<file path="src/hw/rtl/cpgs_pkg.sv">
// Package with the types, constants and codes of the Coulomb potential grid sum block.
`timescale 1ns / 1ps
package cpgs_pkg;

    localparam int MAX_CENTERS = 64;
    localparam int IDX_W = (MAX_CENTERS > 1) ? $clog2(MAX_CENTERS) : 1;
    localparam int CNT_W = $clog2(MAX_CENTERS + 1);

    localparam int POS_W = 32;
    localparam int Q_W = 16;
    localparam int POT_W = 48;
    localparam int STEP_W = 32;
    localparam int DIFF_W = POS_W + 1;
    localparam int SQ_W = 66;
    localparam int ACC_W = 64;
    localparam int DIV_W = 50;
    localparam int ROOT_W = 32;
    localparam int SQRT_STEPS = ROOT_W;
    localparam int DIV_STEPS = DIV_W;
    localparam int CTR_W = $clog2(DIV_STEPS);

    localparam logic [SQ_W-1:0] NEAR_SQ_LIMIT = SQ_W'(429497);
    localparam logic [STEP_W-1:0] GRID_STEP_RESET = STEP_W'(65536);
    localparam logic signed [ACC_W-1:0] POT_MAX = ACC_W'(64'sd140737488355327);
    localparam logic signed [ACC_W-1:0] POT_MIN = -ACC_W'(64'sd140737488355328);

    typedef enum logic [1:0] {
        ACT_CLEAR = 2'd0,
        ACT_LOAD  = 2'd1,
        ACT_EVAL  = 2'd2,
        ACT_NONE  = 2'd3
    } t_action;

    typedef enum logic [3:0] {
        S_IDLE,
        S_DIFF,
        S_SQ,
        S_TEST,
        S_SQRT,
        S_DIVI,
        S_DIV,
        S_ACC,
        S_DONE
    } t_state;

    typedef struct packed {
        logic signed [POS_W-1:0] x;
        logic signed [POS_W-1:0] y;
        logic signed [POS_W-1:0] z;
        logic signed [Q_W-1:0]   q;
    } t_center;

    typedef struct packed {
        logic             mem_we;
        logic             mem_re;
        logic [IDX_W-1:0] mem_addr;
        logic             grab_point;
        logic             diff_en;
        logic [1:0]       sq_sel;
        logic             sq_add;
        logic             sqrt_init;
        logic             sqrt_step;
        logic             div_init;
        logic             div_step;
        logic             acc_clr;
        logic             acc_add;
        logic             out_load;
    } t_cmd;

    typedef struct packed {
        logic near;
        logic out_busy;
    } t_sts;

endpackage

</file>
<file path="src/hw/rtl/cpgs_intf.sv">
// Valid/ready channel interfaces for the request and response words.
`timescale 1ns / 1ps
interface cpgs_req_if import cpgs_pkg::*; ();
    logic                    valid;
    logic                    ready;
    logic [1:0]              action;
    logic signed [POS_W-1:0] pos_x;
    logic signed [POS_W-1:0] pos_y;
    logic signed [POS_W-1:0] pos_z;
    logic signed [Q_W-1:0]   charge;

    modport source(output valid, action, pos_x, pos_y, pos_z, charge, input ready);
    modport sink(input valid, action, pos_x, pos_y, pos_z, charge, output ready);
endinterface


</file>
<file path="src/hw/rtl/cpgs_ctrl.sv">
// Controller state machine that sequences center loads and potential evaluation.
`timescale 1ns / 1ps
module cpgs_ctrl import cpgs_pkg::*; (
    input  logic       i_clk,
    input  logic       i_rst_n,
    cpgs_req_if.sink   i_req,
    input  t_sts       i_sts,
    output t_cmd       o_cmd
);

    t_state           r_state, n_state;
    logic [CNT_W-1:0] r_count, n_count;
    logic [CNT_W-1:0] r_idx, n_idx;
    logic [CTR_W-1:0] r_cnt, n_cnt;

    always_ff @(posedge i_clk) begin
        if (!i_rst_n) begin
            r_state <= S_IDLE;
            r_count <= '0;
            r_idx   <= '0;
            r_cnt   <= '0;
        end else begin
            r_state <= n_state;
            r_count <= n_count;
            r_idx   <= n_idx;
            r_cnt   <= n_cnt;
        end
    end

    always_comb begin
        n_state     = r_state;
        n_count     = r_count;
        n_idx       = r_idx;
        n_cnt       = r_cnt;
        o_cmd       = '0;
        i_req.ready = 1'b0;
        case (r_state)
            S_IDLE: begin
                i_req.ready = 1'b1;
                if (i_req.valid) begin
                    case (t_action'(i_req.action))
                        ACT_CLEAR: begin
                            n_count = '0;
                        end
                        ACT_LOAD: begin
                            if (r_count < CNT_W'(MAX_CENTERS)) begin
                                o_cmd.mem_we   = 1'b1;
                                o_cmd.mem_addr = r_count[IDX_W-1:0];
                                n_count        = CNT_W'(r_count + 1'b1);
                            end
                        end
                        ACT_EVAL: begin
                            o_cmd.grab_point = 1'b1;
                            o_cmd.acc_clr    = 1'b1;
                            n_idx            = '0;
                            if (r_count == '0) begin
                                n_state = S_DONE;
                            end else begin
                                o_cmd.mem_re   = 1'b1;
                                o_cmd.mem_addr = '0;
                                n_state        = S_DIFF;
                            end
                        end
                        default: begin
                        end
                    endcase
                end
            end
            S_DIFF: begin
                o_cmd.diff_en = 1'b1;
                n_cnt         = '0;
                n_state       = S_SQ;
            end
            S_SQ: begin
                o_cmd.sq_sel = r_cnt[1:0];
                o_cmd.sq_add = (r_cnt != '0);
                if (r_cnt == CTR_W'(3)) begin
                    n_cnt   = '0;
                    n_state = S_TEST;
                end else begin
                    n_cnt = CTR_W'(r_cnt + 1'b1);
                end
            end
            S_TEST: begin
                n_cnt = '0;
                if (i_sts.near) begin
                    n_state = S_DIVI;
                end else begin
                    o_cmd.sqrt_init = 1'b1;
                    n_state         = S_SQRT;
                end
            end
            S_SQRT: begin
                o_cmd.sqrt_step = 1'b1;
                if (r_cnt == CTR_W'(SQRT_STEPS - 1)) begin
                    n_cnt   = '0;
                    n_state = S_DIVI;
                end else begin
                    n_cnt = CTR_W'(r_cnt + 1'b1);
                end
            end
            S_DIVI: begin
                o_cmd.div_init = 1'b1;
                n_cnt          = '0;
                n_state        = S_DIV;
            end
            S_DIV: begin
                o_cmd.div_step = 1'b1;
                if (r_cnt == CTR_W'(DIV_STEPS - 1)) begin
                    n_cnt   = '0;
                    n_state = S_ACC;
                end else begin
                    n_cnt = CTR_W'(r_cnt + 1'b1);
                end
            end
            S_ACC: begin
                o_cmd.acc_add = 1'b1;
                n_idx         = CNT_W'(r_idx + 1'b1);
                if (n_idx == r_count) begin
                    n_state = S_DONE;
                end else begin
                    o_cmd.mem_re   = 1'b1;
                    o_cmd.mem_addr = n_idx[IDX_W-1:0];
                    n_state        = S_DIFF;
                end
            end
            S_DONE: begin
                if (!i_sts.out_busy) begin
                    o_cmd.out_load = 1'b1;
                    n_state        = S_IDLE;
                end
            end
            default: begin
                n_state = S_IDLE;
            end
        endcase
    end

    a_count_range: assert property (@(posedge i_clk) disable iff (!i_rst_n)
        r_count <= CNT_W'(MAX_CENTERS))
        else $error("Center count exceeds capacity.");

    a_idx_below_count: assert property (@(posedge i_clk) disable iff (!i_rst_n)
        (r_state == S_DIFF) |-> (r_idx < r_count))
        else $error("Center index reached the center count while evaluating.");

    a_sqrt_to_div: assert property (@(posedge i_clk) disable iff (!i_rst_n)
        (r_state == S_SQRT && r_cnt == CTR_W'(SQRT_STEPS - 1)) |=> (r_state == S_DIVI))
        else $error("Square root did not hand over to the divider.");

endmodule

</file>
<file path="src/flat_wrapper.sv">
// flat-port wrapper written by rule: the top's interface ports become plain ports
module cpgs_ctrl_flat import cpgs_pkg::*;
  (i_clk, i_rst_n, i_sts, o_cmd, i_req_valid, i_req_action, i_req_pos_x, i_req_pos_y, i_req_pos_z, i_req_charge, i_req_ready);
  cpgs_req_if i_req_i ();
  input  logic i_clk;
  input  logic i_rst_n;
  input  t_sts i_sts;
  output t_cmd o_cmd;
  input wire logic [$bits(i_req_i.valid)-1:0] i_req_valid;
  input wire logic [$bits(i_req_i.action)-1:0] i_req_action;
  input wire logic [$bits(i_req_i.pos_x)-1:0] i_req_pos_x;
  input wire logic [$bits(i_req_i.pos_y)-1:0] i_req_pos_y;
  input wire logic [$bits(i_req_i.pos_z)-1:0] i_req_pos_z;
  input wire logic [$bits(i_req_i.charge)-1:0] i_req_charge;
  output wire logic [$bits(i_req_i.ready)-1:0] i_req_ready;
  assign i_req_i.valid = i_req_valid;
  assign i_req_i.action = i_req_action;
  assign i_req_i.pos_x = i_req_pos_x;
  assign i_req_i.pos_y = i_req_pos_y;
  assign i_req_i.pos_z = i_req_pos_z;
  assign i_req_i.charge = i_req_charge;
  assign i_req_ready = i_req_i.ready;
  cpgs_ctrl u_core (.i_clk(i_clk), .i_rst_n(i_rst_n), .i_req(i_req_i), .i_sts(i_sts), .o_cmd(o_cmd));
endmodule
</file>
<file path="config.mk">
export PLATFORM = sky130hd
export DESIGN_NAME = cpgs_ctrl_flat
export DESIGN_NICKNAME = d
export VERILOG_FILES = /design/src/hw/rtl/cpgs_pkg.sv /design/src/hw/rtl/cpgs_intf.sv /design/src/hw/rtl/cpgs_ctrl.sv /design/src/flat_wrapper.sv
export SDC_FILE = /design/constraint.sdc
export NUM_CORES = 1
export LEC_CHECK = 0
export BUFFER_PORTS_ARGS = -buffer_cell sky130_fd_sc_hd__buf_2
export CORE_ASPECT_RATIO = 1.2
export CORE_UTILIZATION = 40
export DETAILED_ROUTE_END_ITERATION = 6
export GPL_TIMING_DRIVEN = 1
export PLACE_DENSITY = 0.83
export SLEW_MARGIN = 15
export SYNTH_ARGS = -nofsm -noshare
export SYNTH_HDL_FRONTEND = slang
export SYNTH_SLANG_ARGS = --single-unit
</file>
<file path="constraint.sdc">
create_clock -name i_clk -period 2.3 [get_ports i_clk]
set_input_delay 0.23 -clock i_clk [delete_from_list [all_inputs] [get_ports i_clk]]
set_output_delay 0.23 -clock i_clk [all_outputs]
set_load 0.05 [all_outputs]
</file>
==> impl_metrics.sql, run 1 <==
INSERT INTO impl_metrics (metric_group, metric, value, unit) VALUES
('status', 'result_of_the_run', 'complete, but fails checks', ''),
('status', 'violations', 'setup timing', ''),
('clock_tree', 'clock_sinks', '24', ''),
('layout', 'finish.net_count', '412', ''),
('logic_synthesis', 'synth_sequential_area_ratio', '26.18', '%'),
('timing', 'finalSetupViolCount', '8', ''),
('critical_path', 'critical_path_peak_fanout', '7', ''),
('critical_path', 'timing.reg2reg.worst_path_depth', '8', ''),
('timing', 'maxClockFrequency', '421.6', 'MHz'),
('global_route', 'grt_antenna_before_repair', '0', ''),
('timing', 'report.final.hold_viol_count', '0', ''),
('clock_tree', 'cts.path.max_buffers', '2', ''),
('layout', 'layout_common_cells', '23 x sky130_fd_sc_hd__buf_4, 21 x sky130_fd_sc_hd__dfxtp_1, 20 x sky130_fd_sc_hd__nor2_1', ''),
('detailed_routing', 'initialDrtViolationCount', '137', ''),
('detailed_routing', 'ant_nets', '0', ''),
('global_route', 'gr-total-overflow', '0', ''),
('timing', 'setup_repair_after_global_routing_missed_its_margin', 'true', ''),
('global_route', 'grt_start_max_net_pins', '19', ''),
('timing', 'layout_worst_path_cycle_share', '103.1', '%'),
('floorplan', 'placement_rows', '26', ''),
('critical_path', 'timing.critical_path.from', 'u_core.r_state[3]', ''),
('critical_path', 'reg2reg_to', 'u_core.r_idx[6]', ''),
('clock_tree', 'cts_inserted_buffers', '3', ''),
('logic_synthesis', 'synth_fp_nets', '371', ''),
('timing', 'fin_hold_ws', '0.3659', 'ns'),
('global_route', 'global_route_wire_length_before_repair', '7.555', 'mm'),
('clock_tree', 'htreeDepth', '1', ''),
('logic_synthesis', 'synth_edf_count', '0', ''),
('placement', 'routabilityCongestion', '0.8990', ''),
('power_and_ir_drop', 'cellLeakagePower', '0.9866', 'nW'),
('timing', 'min_period', '2.372', 'ns'),
('placement', 'dpl_worst_slack', '0.04249', 'ns'),
('floorplan', 'die_w', '63.84', 'um'),
('floorplan', 'ioPinCount', '140', ''),
('logic_synthesis', 'synth.ff_latch_count', '24', ''),
('critical_path', 'endpoint', 'o_cmd[15]', ''),
('critical_path', 'worst_setup_path_end_kind', 'output pin', ''),
('logic_synthesis', 'postSynth.asyncResetShare', '0', '%'),
('critical_path', 'rrSetupSlack', '0.16', 'ns'),
('critical_path', 'timing.critical_path.arrival', '2.14', 'ns'),
('clock_tree', 'clock_latency', '0.27', 'ns'),
('timing', 'worst_pin_slew', '0.5185', 'ns'),
('detailed_routing', 'firstDrtPassIters', '4', ''),
('critical_path', 'worstReg2RegStart', 'u_core.r_state[3]', ''),
('power_and_ir_drop', 'ir_drop', '0.2269', 'mV'),
('detailed_routing', 'route.final.wire_length', '4.581', 'mm'),
('floorplan', 'effective_utilization_at_floorplan', '42.42', '%'),
('power_and_ir_drop', 'power_per_cell_area', '340.8', 'nW/um^2'),
('layout', 'antenna_cells_inserted', '0', ''),
('logic_synthesis', 'syn-cell-area', '1836', 'sq um'),
('worst_hold_path', 'class_of_the_tightest_hold_or_removal_check', 'in2reg', ''),
('timing', 'final.setup.worst_slack', '-0.07176', 'ns'),
('floorplan', 'fp.dieH', '76.21', 'um'),
('logic_synthesis', 'yosys_warnings', '0', ''),
('layout', 'area_growth_syn_to_layout', '31.15', '%'),
('placement', 'numPortBuffers', '27', ''),
('placement', 'dp.final_hpwl', '3.304', 'mm'),
('critical_path', 'cp.required', '2.07', 'ns'),
('timing', 'skew', '0.005910', 'ns'),
('logic_synthesis', 'postSynthCellCount', '246', ''),
('detailed_routing', 'route.detailed.wl_per_inst', '13.39', 'um'),
('critical_path', 'worst_setup_path_start_kind', 'flip-flop', ''),
('layout', 'most_common_cell_after_layout_fill_and_taps_aside', 'sky130_fd_sc_hd__buf_4', ''),
('critical_path', 'criticalPathCategory', 'reg2out', ''),
('timing', 'worst_slew_margin_rel', '65.07', '%'),
('clock_tree', 'clk_pin_slew', '0.08', 'ns'),
('detailed_routing', 'routed_via_density', '5.509', ''),
('clock_tree', 'cts_root_buf', 'sky130_fd_sc_hd__clkbuf_8', ''),
('layout', 'final_layout_size_suffix_gt1_share', '29.72', '%'),
('detailed_routing', 'drc', '0', ''),
('clock_tree', 'cts_tree', 'yes', ''),
('global_route', 'first_global_vias', '1672', ''),
('job', 'max_cap_viol_count', '0', ''),
('logic_synthesis', 'synth.distinct_cells', '47', ''),
('floorplan', 'fp.dieArea', '4865', 'sq um'),
('global_route', 'track_usage', '18.82', '%'),
('logic_synthesis', 'syn_area_per_cell', '7.461', 'sq um'),
('timing', 'slew_violations', '0', ''),
('logic_synthesis', 'ys.flop_type', 'sky130_fd_sc_hd__dfxtp_1', ''),
('layout', 'fillerInstances', '402', ''),
('floorplan', 'fp.coreArea', '4327', 'sq um'),
('detailed_routing', 'routed-via-count', '1884', '');
==> worst min path at each step <==
| stage | to | startpoint | cells past startpoint |
|---|---|---|---|
| 2_1_floorplan | u_core.r_idx[1] | i_rst_n | 1 |
| 3_3_place_gp | u_core.r_idx[6] | u_core.r_idx[6] | 2 |
| 3_5_place_dp | u_core.r_idx[6] | u_core.r_idx[6] | 2 |
| 4_1_cts | u_core.r_count[0] | i_rst_n | 2 |
| 5_1_grt | u_core.r_count[0] | i_rst_n | 2 |
| 6_report | u_core.r_count[0] | i_rst_n | 2 |
==> critical path, cell delays in order, from the launching register on <==
cell	delay, ns
sky130_fd_sc_hd__dfxtp_2	0.33
sky130_fd_sc_hd__or4_4	0.53
sky130_fd_sc_hd__or3_4	0.36
sky130_fd_sc_hd__nor3b_4	0.19
sky130_fd_sc_hd__buf_6	0.17
sky130_fd_sc_hd__nand2_2	0.07
sky130_fd_sc_hd__o21ai_4	0.07
sky130_fd_sc_hd__buf_6	0.17
==> Yosys cell counts (2+ instances only) <==
cell type | instances | area share (%)
sky130_fd_sc_hd__nor3b_1 | 2 | 0.82
sky130_fd_sc_hd__nor2_1 | 20 | 4.1
sky130_fd_sc_hd__o211ai_1 | 3 | 1.2
sky130_fd_sc_hd__clkbuf_1 | 11 | 2.2
sky130_fd_sc_hd__nand3_1 | 13 | 3.5
sky130_fd_sc_hd__ha_1 | 6 | 4.1
sky130_fd_sc_hd__buf_1 | 2 | 0.41
sky130_fd_sc_hd__a31oi_1 | 2 | 0.68
sky130_fd_sc_hd__and3_1 | 3 | 1.0
sky130_fd_sc_hd__mux2i_1 | 2 | 1.1
sky130_fd_sc_hd__nand4_1 | 5 | 1.7
sky130_fd_sc_hd__dfxtp_1 | 24 | 26
sky130_fd_sc_hd__a22oi_1 | 2 | 0.82
sky130_fd_sc_hd__and2_1 | 4 | 1.4
sky130_fd_sc_hd__nor2b_1 | 6 | 2.0
sky130_fd_sc_hd__xor2_1 | 9 | 4.3
sky130_fd_sc_hd__a211oi_1 | 3 | 1.2
sky130_fd_sc_hd__a21oi_1 | 7 | 1.9
sky130_fd_sc_hd__or3_1 | 7 | 2.4
sky130_fd_sc_hd__nand2_1 | 24 | 4.9
sky130_fd_sc_hd__inv_1 | 13 | 2.7
sky130_fd_sc_hd__nor3_1 | 10 | 2.7
sky130_fd_sc_hd__or4b_2 | 2 | 1.1
sky130_fd_sc_hd__a21boi_0 | 8 | 3.3
sky130_fd_sc_hd__and4_1 | 2 | 0.95
sky130_fd_sc_hd__nand2b_1 | 4 | 1.4
sky130_fd_sc_hd__xnor2_1 | 10 | 4.8
sky130_fd_sc_hd__nand3b_1 | 2 | 0.82
sky130_fd_sc_hd__o211a_1 | 2 | 1.1
sky130_fd_sc_hd__o21ai_0 | 21 | 5.7
==> report_power, final <==
group | leakage (nW) | switching [mW] | internal (mW)
clock network | 0.0288 | 0.137 | 0.153
registers | 0.195 | 0.00136 | 0.418
logic | 0.763 | 0.0657 | 0.0463
total | 0.987 | 0.204 | 0.617
==> per-layer routing <==
layer	share of wire [%]	up-vias	global-route usage (%)
li1	-	945	-
met1	43	897	23.69
met2	53	38	33.83
met3	3.0	4	2.695
met4	0.72	0	2.955
met5	0	-	0
==> final cells by class <==
cell class	instances	area, sq um	area share [%]
Timing Repair Buffer	51	394.1	16.37
Sequential cell	24	484.2	20.11
Multi-Input combinational cell	194	1355	56.29
Tap cell	56	70.07	2.911
Inverter	13	48.80	2.027
Clock buffer	4	55.05	2.287
==> cells by family after synthesis <==
logic type,synth area share (%)
DFF,26.18
adders and majority gates,4.090
xor gates and xnor gates,9.066
AOI/OAI and AO/OA,20.45
buffers and inverters,6.340
muxes,1.091
and+or+nand+nor,32.79
==> sequential cells by signal, summed over array words and instances, names as in the netlist <==
| register | flops |
|---|---|
| u_core.r_count | 7 |
| u_core.r_cnt | 6 |
| u_core.r_state | 4 |
| u_core.r_idx | 7 |
==> per-stage QoR <==
stage	power (mW)	area, sq um	util, %	instances	TNS, ns
floorplan	0.4950	1919	-	246	-1.139
global placement	0.5236	2182	50.43	329	0
detailed placement	0.5255	2182	50.43	329	0
CTS	0.8174	2345	54.19	337	-0.4972
global route	0.8530	2407	55.64	342	-0.9617
finish	0.8204	2407	55.64	342	-0.4812
==> timing repair <==
action / in CTS / in global routing
pin swaps: 3 / 4
hold buffers: 0 / 0
endpoints found under the setup margin: 8 / 8
gates resized for setup: 26 / 11
cloned: 0 / 0
endpoints found under the hold margin: 0 / 0
setup buffers: 4 / 5
No activity file was read; power rests on OpenSTA's default activity.
==> inputs of run 2 (changes only) <==
==> constraint.sdc (replaced) <==
create_clock -name i_clk -period 2.3 [get_ports i_clk]
set_input_delay 0.46 -clock i_clk [delete_from_list [all_inputs] [get_ports i_clk]]
set_output_delay 0.46 -clock i_clk [all_outputs]
set_load 0.05 [all_outputs]
==> run 2 against run 1 <==
  * The flow still finishes with violations (setup timing)
  * Sequential share of layout area shrank 1.3 points
  * Worst setup slack worse by 0.24 ns
  * Critical path depth is the same
  * Largest cell class unchanged
  * Sequential power hardly changed
  * Hold slack gained 0.15 ns
  * Combinational power increased by 7%
  * Clock skew down 0.0022 ns
  * Clock-buffer cell count shrank 1
  * Total power is 4.2% lower
  * Critical path type unchanged
  * Register-to-register slack lost 0.07 ns
  * Die area is the same
==> impl_metrics.sql, run 2 (synthesis results as in run 1) <==
INSERT INTO impl_metrics (metric_group, metric, value, unit) VALUES
('status', 'result_of_the_run', 'complete, but fails checks', ''),
('status', 'violations', 'setup timing', ''),
('timing', 'report.final.hold_viol_count', '0', ''),
('floorplan', 'effective_utilization_at_floorplan', '42.42', '%'),
('detailed_routing', 'initialDrtViolationCount', '102', ''),
('timing', 'skew', '0.003758', 'ns'),
('power_and_ir_drop', 'power_per_cell_area', '305.4', 'nW/um^2'),
('critical_path', 'timing.reg2reg.worst_path_depth', '8', ''),
('timing', 'finalSetupViolCount', '10', ''),
('detailed_routing', 'ant_nets', '0', ''),
('timing', 'setup_repair_after_global_routing_missed_its_margin', 'true', ''),
('timing', 'tns', '-2.432', 'ns'),
('global_route', 'global_route_track_usage_on_met1', '23.54', '%'),
('clock_tree', 'clock_latency', '0.26', 'ns'),
('global_route', 'global_route_wire_length_before_repair', '8.031', 'mm'),
('placement', 'routabilityCongestion', '0.8360', ''),
('job', 'max_cap_viol_count', '0', ''),
('layout', 'multi_input_comb_area', '1403', 'sq um'),
('timing', 'slew_violations', '0', ''),
('clock_tree', 'cts_inserted_buffers', '3', ''),
('floorplan', 'fp.dieH', '76.21', 'um'),
('placement', 'dp.final_hpwl', '3.572', 'mm'),
('global_route', 'first_global_vias', '1822', ''),
('floorplan', 'fp.dieArea', '4865', 'sq um'),
('global_route', 'gr-total-overflow', '0', ''),
('timing', 'final.setup.worst_slack', '-0.3108', 'ns'),
('layout', 'most_common_cell_after_layout_fill_and_taps_aside', 'sky130_fd_sc_hd__buf_4', ''),
('global_route', 'grt_start_max_net_pins', '19', ''),
('global_route', 'gr-max-usage-layer', 'met2', ''),
('critical_path', 'cp.required', '1.84', 'ns'),
('critical_path', 'criticalPathCategory', 'reg2out', ''),
('critical_path', 'reg2reg_to', 'u_core.r_count[6]', ''),
('clock_tree', 'cts_tree', 'yes', ''),
('power_and_ir_drop', 'power', '0.7863', 'mW'),
('layout', 'seq_area', '484.2', 'sq um'),
('critical_path', 'worst_setup_path_end_kind', 'output pin', ''),
('timing', 'min_period', '2.611', 'ns'),
('worst_hold_path', 'hold_path_end', 'u_core.r_idx[6]', ''),
('power_and_ir_drop', 'ir_drop', '0.2091', 'mV'),
('layout', 'fillerInstances', '399', ''),
('global_route', 'grt_use_met3', '2.096', '%'),
('floorplan', 'ioPinCount', '140', ''),
('critical_path', 'critical_path_peak_fanout', '7', ''),
('floorplan', 'fp.coreArea', '4327', 'sq um'),
('global_route', 'grt_antenna_before_repair', '0', ''),
('global_route', 'track_usage', '20.51', '%'),
('placement', 'numPortBuffers', '27', ''),
('critical_path', 'worstReg2RegStart', 'u_core.r_state[3]', ''),
('detailed_routing', 'route.final.wire_length', '4.892', 'mm'),
('critical_path', 'rrSetupSlack', '0.09', 'ns'),
('worst_hold_path', 'min-delay-start', 'u_core.r_idx[6]', ''),
('detailed_routing', 'drc', '0', ''),
('clock_tree', 'htreeDepth', '1', ''),
('detailed_routing', 'routed-via-count', '1944', ''),
('worst_hold_path', 'class_of_the_tightest_hold_or_removal_check', 'reg2reg', ''),
('timing', 'worst_slew_margin_rel', '66.24', '%'),
('critical_path', 'timing.critical_path.arrival', '2.15', 'ns'),
('layout', 'area_growth_syn_to_layout', '40.29', '%'),
('layout', 'largest_registers', 'u_core.r_count (7), u_core.r_idx (7), u_core.r_cnt (6)', ''),
('clock_tree', 'cts_root_buf', 'sky130_fd_sc_hd__clkbuf_8', ''),
('timing', 'layout_worst_path_cycle_share', '113.5', '%'),
('worst_hold_path', 'min_delay_path_depth', '2', ''),
('clock_tree', 'clock_sinks', '24', ''),
('layout', 'antenna_cells_inserted', '0', ''),
('detailed_routing', 'firstDrtPassIters', '5', ''),
('power_and_ir_drop', 'cellLeakagePower', '1.048', 'nW'),
('global_route', 'gr-usage-met2', '37.77', '%'),
('critical_path', 'timing.critical_path.from', 'u_core.r_state[3]', ''),
('clock_tree', 'clk_pin_slew', '0.08', 'ns'),
('critical_path', 'worst_setup_path_start_kind', 'flip-flop', ''),
('timing', 'worst_pin_slew', '0.5011', 'ns'),
('layout', 'final_layout_size_suffix_gt1_share', '34.22', '%'),
('layout', 'layout_common_cells', '36 x sky130_fd_sc_hd__buf_4, 21 x sky130_fd_sc_hd__dfxtp_1, 20 x sky130_fd_sc_hd__nor2_1', ''),
('layout', 'finish.net_count', '428', ''),
('floorplan', 'die_w', '63.84', 'um'),
('clock_tree', 'cts.path.max_buffers', '2', ''),
('timing', 'maxClockFrequency', '383.0', 'MHz'),
('detailed_routing', 'route.detailed.wl_per_inst', '13.70', 'um'),
('floorplan', 'placement_rows', '26', ''),
('detailed_routing', 'routed_via_density', '5.445', ''),
('clock_tree', 'cts-hold-fix-buffers', '0', '');
run 2: cell count changes in the layout (fill, tap and decap cells not counted), sizes merged:
cell      before  now
buf           51   67
inv           13   12
clkinvlp       0    1
clkbuf         4    3
run 2: timing repair:
action / 4_1_cts / 5_1_grt
pin swaps: 6 / 3
gates cloned: 0 / 0
buffers inserted: 3 / 5
setup endpoints to repair: 10 / 10
resized for setup: 34 / 6
run 2: critical path, cell delays in order (launching register included):
cell	delay, ns
sky130_fd_sc_hd__dfxtp_2	0.33
sky130_fd_sc_hd__or4_4	0.52
sky130_fd_sc_hd__or3_4	0.36
sky130_fd_sc_hd__nor3b_4	0.18
sky130_fd_sc_hd__buf_6	0.17
sky130_fd_sc_hd__nand2_2	0.08
sky130_fd_sc_hd__o21ai_4	0.07
sky130_fd_sc_hd__buf_6	0.17
run 2: power by group:
part	switching (mW)	internal, mW	total [mW]
registers	0.00301	0.418	0.421
logic	0.0681	0.0519	0.120
clock network	0.128	0.117	0.246
run 2: metrics by stage:
step	util, %	setup slack (ns)	hold slack, ns	std cells	area (sq um)
6_report	59.51	-0.3108	0.5147	357	2575
3_5_place_dp	53.96	-0.2053	0.5058	346	2335
4_1_cts	57.98	-0.3320	0.5176	352	2509
2_1_floorplan	-	-0.4213	0.4758	246	1957
3_3_place_gp	53.96	-0.1772	0.4993	346	2335
5_1_grt	59.51	-0.3843	0.5463	357	2575
run 2: final cells by class:
type,count,area share (%)
clock buffers,3,1.603
inverters,13,2.041
multi-input cells,194,54.47
flip-flops and latches,24,18.80
well taps,56,2.721
repair buffers,67,20.36
run 2: worst max path at each step:
stage	endpoint	slack (ns)	depth (start not counted)
after floorplan	o_cmd[12]	-0.42	5
after global placement	o_cmd[17]	-0.18	6
after detailed placement	o_cmd[12]	-0.21	6
after CTS	o_cmd[12]	-0.33	7
after global routing	o_cmd[12]	-0.38	8
final	o_cmd[15]	-0.31	7
run 2: per-layer routing:
metal	wire length [um]	share of wire, %
met5	0	0
met4	112	2.3
met3	183	3.7
met2	2534	52
met1	2061	42
